### config.mk
export PLATFORM = sky130hd
export DESIGN_NAME = srs_ctrl
export DESIGN_NICKNAME = d
export VERILOG_FILES = /design/src/sv/srs_pkg.sv /design/src/sv/srs_ctrl.sv
export VERILOG_INCLUDE_DIRS = /design/src /design/src/sv
export SDC_FILE = /design/constraint.sdc
export NUM_CORES = 1
export LEC_CHECK = 0
export ABC_AREA = 1
export BUFFER_PORTS_ARGS = -buffer_cell sky130_fd_sc_hd__buf_2
export CAP_MARGIN = 5
export CORE_AREA = 2 2 39 41
export CTS_CLUSTER_SIZE = 20
export DETAILED_ROUTE_END_ITERATION = 6
export DIE_AREA = 0 0 41 43
export SLEW_MARGIN = 20
export SYNTH_ARGS = -nofsm -noshare
export SYNTH_HDL_FRONTEND = slang
export SYNTH_SLANG_ARGS = --single-unit
### constraint.sdc
create_clock -name clk -period 1.7 [get_ports clk]
set_input_delay 0.255 -clock clk [delete_from_list [all_inputs] [get_ports clk]]
set_output_delay 0.255 -clock clk [all_outputs]
set_load 0.02 [all_outputs]
### src/sv/sorted_range_search_unit_defines.svh
// Assertion macros shared by the sorted range search unit RTL.
// Included by the controller and datapath; no other dependencies.
`ifndef SORTED_RANGE_SEARCH_UNIT_DEFINES_SVH
`define SORTED_RANGE_SEARCH_UNIT_DEFINES_SVH

// Same-cycle implication, disabled while reset is asserted.
`define SRS_ASSERT_NOW(lbl, clk, rst_n, ante, cons, msg) \
  lbl: assert property (@(posedge clk) disable iff (!rst_n) (ante) |-> (cons)) else $error(msg);

// Next-cycle implication, disabled while reset is asserted.
`define SRS_ASSERT_NEXT(lbl, clk, rst_n, ante, cons, msg) \
  lbl: assert property (@(posedge clk) disable iff (!rst_n) (ante) |=> (cons)) else $error(msg);

`endif

### src/sv/srs_pkg.sv
// Shared constants and controller/datapath types for the sorted range search unit.
// No dependencies.
`default_nettype none

package srs_pkg;

  localparam int DEPTH     = 1024;
  localparam int IDX_W     = $clog2(DEPTH);
  localparam int CNT_W     = $clog2(DEPTH + 1);
  localparam int VAL_W     = 32;
  localparam int OUT_IDX_W = 11;

  localparam logic MODE_LOAD  = 1'b0;
  localparam logic MODE_QUERY = 1'b1;

  typedef enum logic [2:0] {
    CMD_NONE,
    CMD_LOAD,
    CMD_START,
    CMD_LB_STEP,
    CMD_LB_CHECK,
    CMD_UB_STEP,
    CMD_OUT_LOAD
  } srs_op_t;

  typedef struct packed {
    srs_op_t op;
  } srs_cmd_t;

  typedef struct packed {
    logic empty;    // no words stored
    logic single;   // exactly one word stored
    logic lb_more;  // lower-bound search continues after this step
    logic ub_more;  // upper-bound search continues after this step
    logic hit;      // word read equals target
  } srs_sts_t;

endpackage

`default_nettype wire

### src/sv/srs_ctrl.sv
// Sequencer for loads and the two binary searches of a query.
// Depends on srs_pkg and the assertion macros header.
`default_nettype none
`include "sorted_range_search_unit_defines.svh"

module srs_ctrl import srs_pkg::*; (
  input  wire logic     clk,
  input  wire logic     rst_n,
  input  wire logic     in_valid,
  input  wire logic     in_mode,
  output logic          in_ready,
  output logic          out_valid,
  input  wire logic     out_ready,
  input  wire srs_sts_t sts,
  output srs_cmd_t      cmd
);

  typedef enum logic [2:0] {
    ST_IDLE,
    ST_LB_RUN,
    ST_LB_CHECK,
    ST_UB_RUN,
    ST_FINISH
  } state_t;

  state_t state_r;
  logic   out_valid_r;
  logic   out_free;

  assign in_ready  = (state_r == ST_IDLE);
  assign out_valid = out_valid_r;
  assign out_free  = !out_valid_r || out_ready;

  always_comb begin
    cmd.op = CMD_NONE;
    unique case (state_r)
      ST_IDLE: begin
        if (in_valid) begin
          cmd.op = (in_mode == MODE_QUERY) ? CMD_START : CMD_LOAD;
        end
      end
      ST_LB_RUN:   cmd.op = CMD_LB_STEP;
      ST_LB_CHECK: cmd.op = CMD_LB_CHECK;
      ST_UB_RUN:   cmd.op = CMD_UB_STEP;
      ST_FINISH: begin
        if (out_free) begin
          cmd.op = CMD_OUT_LOAD;
        end
      end
      default:     cmd.op = CMD_NONE;
    endcase
  end

  always_ff @(posedge clk) begin
    if (!rst_n) begin
      state_r     <= ST_IDLE;
      out_valid_r <= 1'b0;
    end else begin
      if (out_ready) begin
        out_valid_r <= 1'b0;
      end
      unique case (state_r)
        ST_IDLE: begin
          if (in_valid && in_mode == MODE_QUERY) begin
            priority if (sts.empty) begin
              state_r <= ST_FINISH;
            end else if (sts.single) begin
              state_r <= ST_LB_CHECK;
            end else begin
              state_r <= ST_LB_RUN;
            end
          end
        end
        ST_LB_RUN: begin
          if (!sts.lb_more) begin
            state_r <= ST_LB_CHECK;
          end
        end
        ST_LB_CHECK: begin
          state_r <= sts.hit ? ST_UB_RUN : ST_FINISH;
        end
        ST_UB_RUN: begin
          if (!sts.ub_more) begin
            state_r <= ST_FINISH;
          end
        end
        ST_FINISH: begin
          if (out_free) begin
            out_valid_r <= 1'b1;
            state_r     <= ST_IDLE;
          end
        end
        default: state_r <= ST_IDLE;
      endcase
    end
  end

  `SRS_ASSERT_NEXT(a_finish_waits, clk, rst_n, state_r == ST_FINISH && !out_free, state_r == ST_FINISH, "result dropped while output register busy")
  `SRS_ASSERT_NEXT(a_valid_source, clk, rst_n, !out_valid_r && state_r != ST_FINISH, !out_valid_r, "result shown outside finish")
  `SRS_ASSERT_NEXT(a_lb_to_check, clk, rst_n, state_r == ST_LB_RUN && !sts.lb_more, state_r == ST_LB_CHECK, "lower bound did not end in check")

endmodule

`default_nettype wire

==> impl_metrics.py <==
metrics = {
    "outcome": {
        "status": "completed",
    },
    "min_path": {
        "holdPathEnd": "state_r[2]",
        "min-delay-start": "rst_n",
        "worstHoldPathType": "in2reg",
        "timing.hold.worst_path_depth": 3,
    },
    "routing": {
        "routed_wirelength_um": 659,
        "routed_wire_length_per_instance_um": 8.037,
        "drc_errors": 0,
        "top_layer": "met3",
        "met1_length_um": 282,
        "vias": 357,
        "antenna_violating_nets_post_route": 0,
        "detail_route.vias_per_cell": 4.354,
        "met2_length_um": 329,
        "dr.first_iter.drc_count": 10,
        "detailroute.wirelength.met3_um": 48,
        "detail_route.first_pass.iterations": 4,
    },
    "setup_path": {
        "critical_path_arrival_ns": 1.24,
        "ff2ff_setup_slack_ns": 0.66,
        "worst_setup_path_start_kind": "flop",
        "r2r.worst_path.cells": 6,
        "timing.critical_path.fanout_max": 6,
        "path_class": "reg2out",
        "setup.worst_path.end_class": "output port",
        "worst-endpoint-required_ns": 1.44,
        "worstReg2RegStart": "state_r[1]",
        "reg2reg_to": "state_r[1]",
    },
    "clocking": {
        "worstSkewPairLatency_ns": 0.23,
        "cts_htree_levels": 1,
        "clock-root-buffer": "clkbuf_4",
        "postcts_resize_cnt": 0,
        "clock_tree.buffer_depth": 2,
        "cts_tree": "yes",
        "clock-sinks": 4,
        "cts-hold-fix-buffers": 0,
        "clk_transition_reported_paths_ns": 0.03,
        "number_of_buffers_created_by_cts": 3,
        "cts_setup_buffers": 0,
    },
    "floorplan": {
        "floorplan.initialDensity": 0.2107,
        "floorplan.rows": 14,
        "die_x_um": 41,
        "dieArea_um2": 1763,
        "core_area_um2": 1384,
        "floorplan.io_pins": 15,
        "die_h_um": 43,
    },
    "yosys": {
        "syn-mean-instance-area_um2": 5.950,
        "yosysSeqAreaShare": 0.2747,
        "syn_area_um2": 291.5,
        "yosys_warnings": 0,
        "synth_nets": 59,
        "synth-seq-cells": 4,
        "synthesized_netlist_cell_count": 49,
        "synth.distinct_cells": 16,
    },
    "sta": {
        "achievable-frequency_ghz": 0.6675,
        "worst-slew-pin-transition_ns": 0.2198,
        "maxSlewHeadroom": 0.8533,
        "slew_violations": 0,
        "period_share": 0.8813,
        "fin_worst_hold_slack_ns": 0.2985,
        "timing.final.hold_violations": 0,
        "finalSetupViolations": 0,
        "clock-skew-final_ns": 0.001239,
        "final_period_minus_worst_setup_slack_ns": 1.498,
        "totalNegativeSetupSlack_ns": 0,
        "rsz_0062_raised_after_global_routing": "no",
    },
    "placement": {
        "place_area_um2": 381.6,
        "gp_congestion": 0.8816,
        "half_perimeter_wire_length_of_the_detailed_placement_result_um": 585.9,
        "placement.io_buffers": 14,
    },
    "finish": {
        "syn2layout_area_growth_pct": 38.63,
        "layout_common_cells": "buf_2 (14), nand2_1 (12), inv_1 (8)",
        "final_util": 0.2920,
        "antennaDiodeCount": 0,
        "post-route-cell-area_um2": 404.1,
        "final_layout_size_suffix_gt1_frac": 0.3333,
        "fin_nets": 78,
        "layout.cells.most_common": "buf_2",
    },
    "power": {
        "power_per_cell_area_nw_per_um2": 814.0,
        "total_power_mw": 0.3290,
        "peakVddDrop_uv": 243.2,
        "leakagePower_nw": 0.1963,
    },
    "global_routing": {
        "grt_pass1_wl_um": 1035,
        "pin_count_of_the_biggest_net_entering_global_routing": 7,
        "grt_antenna_before_repair": 0,
        "grt_remaining_overflow": 0,
        "globalRouteTotalUtil": 0.09137,
        "first_global_vias": 298,
    },
    "flow_run": {
        "max_cap_violations": 0,
    },
}
worst max-delay path by stage:
stage / from / endpoint / slack (ns) / cells after the start
2_1_floorplan: state_r[0] / cmd[0] / 0.42 / 5
3_3_place_gp: state_r[0] / cmd[0] / 0.46 / 6
3_5_place_dp: state_r[0] / cmd[1] / 0.44 / 4
4_1_cts: state_r[0] / cmd[0] / 0.19 / 6
5_1_grt: state_r[0] / cmd[0] / 0.08 / 6
6_report: state_r[0] / cmd[0] / 0.20 / 6
metal layers:
metal / up-vias / global-route usage
met4: 0 / 0.08000
met1: 150 / 0.09325
met2: 10 / 0.1281
met3: 0 / 0.04712
li1: 197 / -
met5: - / 0
power by group:
| group | switching [mW] | internal [mW] | total [mW] |
|---|---|---|---|
| Combinational | 0.0670 | 0.0406 | 0.108 |
| Sequential | 0.00751 | 0.101 | 0.108 |
| Clock | 0.0346 | 0.0787 | 0.113 |
registers in the layout, indices dropped and copies added, names as in the netlist:
| name | count |
|---|---|
| out_valid | 1 |
| state_r | 3 |
metrics by stage:
step	cells	worst slack, ns
2_1_floorplan	49	0.4219
4_1_cts	82	0.1883
3_3_place_gp	79	0.4595
5_1_grt	82	0.08429
6_report	82	0.2018
3_5_place_dp	79	0.4443
area by class of cell:
| cell class | instances | area (µm²) |
|---|---|---|
| Fill cell | 161 | 979.7 |
| Multi-Input combinational cell | 36 | 177.7 |
| Sequential cell | 4 | 80.08 |
| Timing Repair Buffer | 14 | 70.07 |
| Inverter | 9 | 33.78 |
| Clock buffer | 3 | 22.52 |
| Tap cell | 16 | 20.02 |
cell families after synthesis:
logic type,Yosys count,synth area share
AOI/OAI and AO/OA,9,0.1803
buffers and inverters,9,0.1159
DFF,4,0.2747
and+or+nand+nor,27,0.4292
synthesized netlist by cell type:
cell      count  share of area
nor2_1        3          0.039
a21oi_2       1          0.030
a21oi_1       4          0.069
o211ai_1      1          0.026
nand3b_1      1          0.026
nand4_1       2          0.043
o21ai_1       1          0.017
dfxtp_1       4           0.27
nand3_1       6           0.10
nor2_2        2          0.043
inv_2         1          0.013
nand2_1      12           0.15
inv_1         8           0.10
o22ai_1       1          0.021
o21ai_0       1          0.017
or2_2         1          0.021
worst max-delay path, cell delays in order (launching register included):
cell      delay [ns]
dfxtp_1         0.35
nor2_2          0.18
nand2_1         0.12
inv_1           0.08
nand3b_1        0.07
nand2_1         0.05
buf_2           0.15
(Power assumes the default switching activity.)
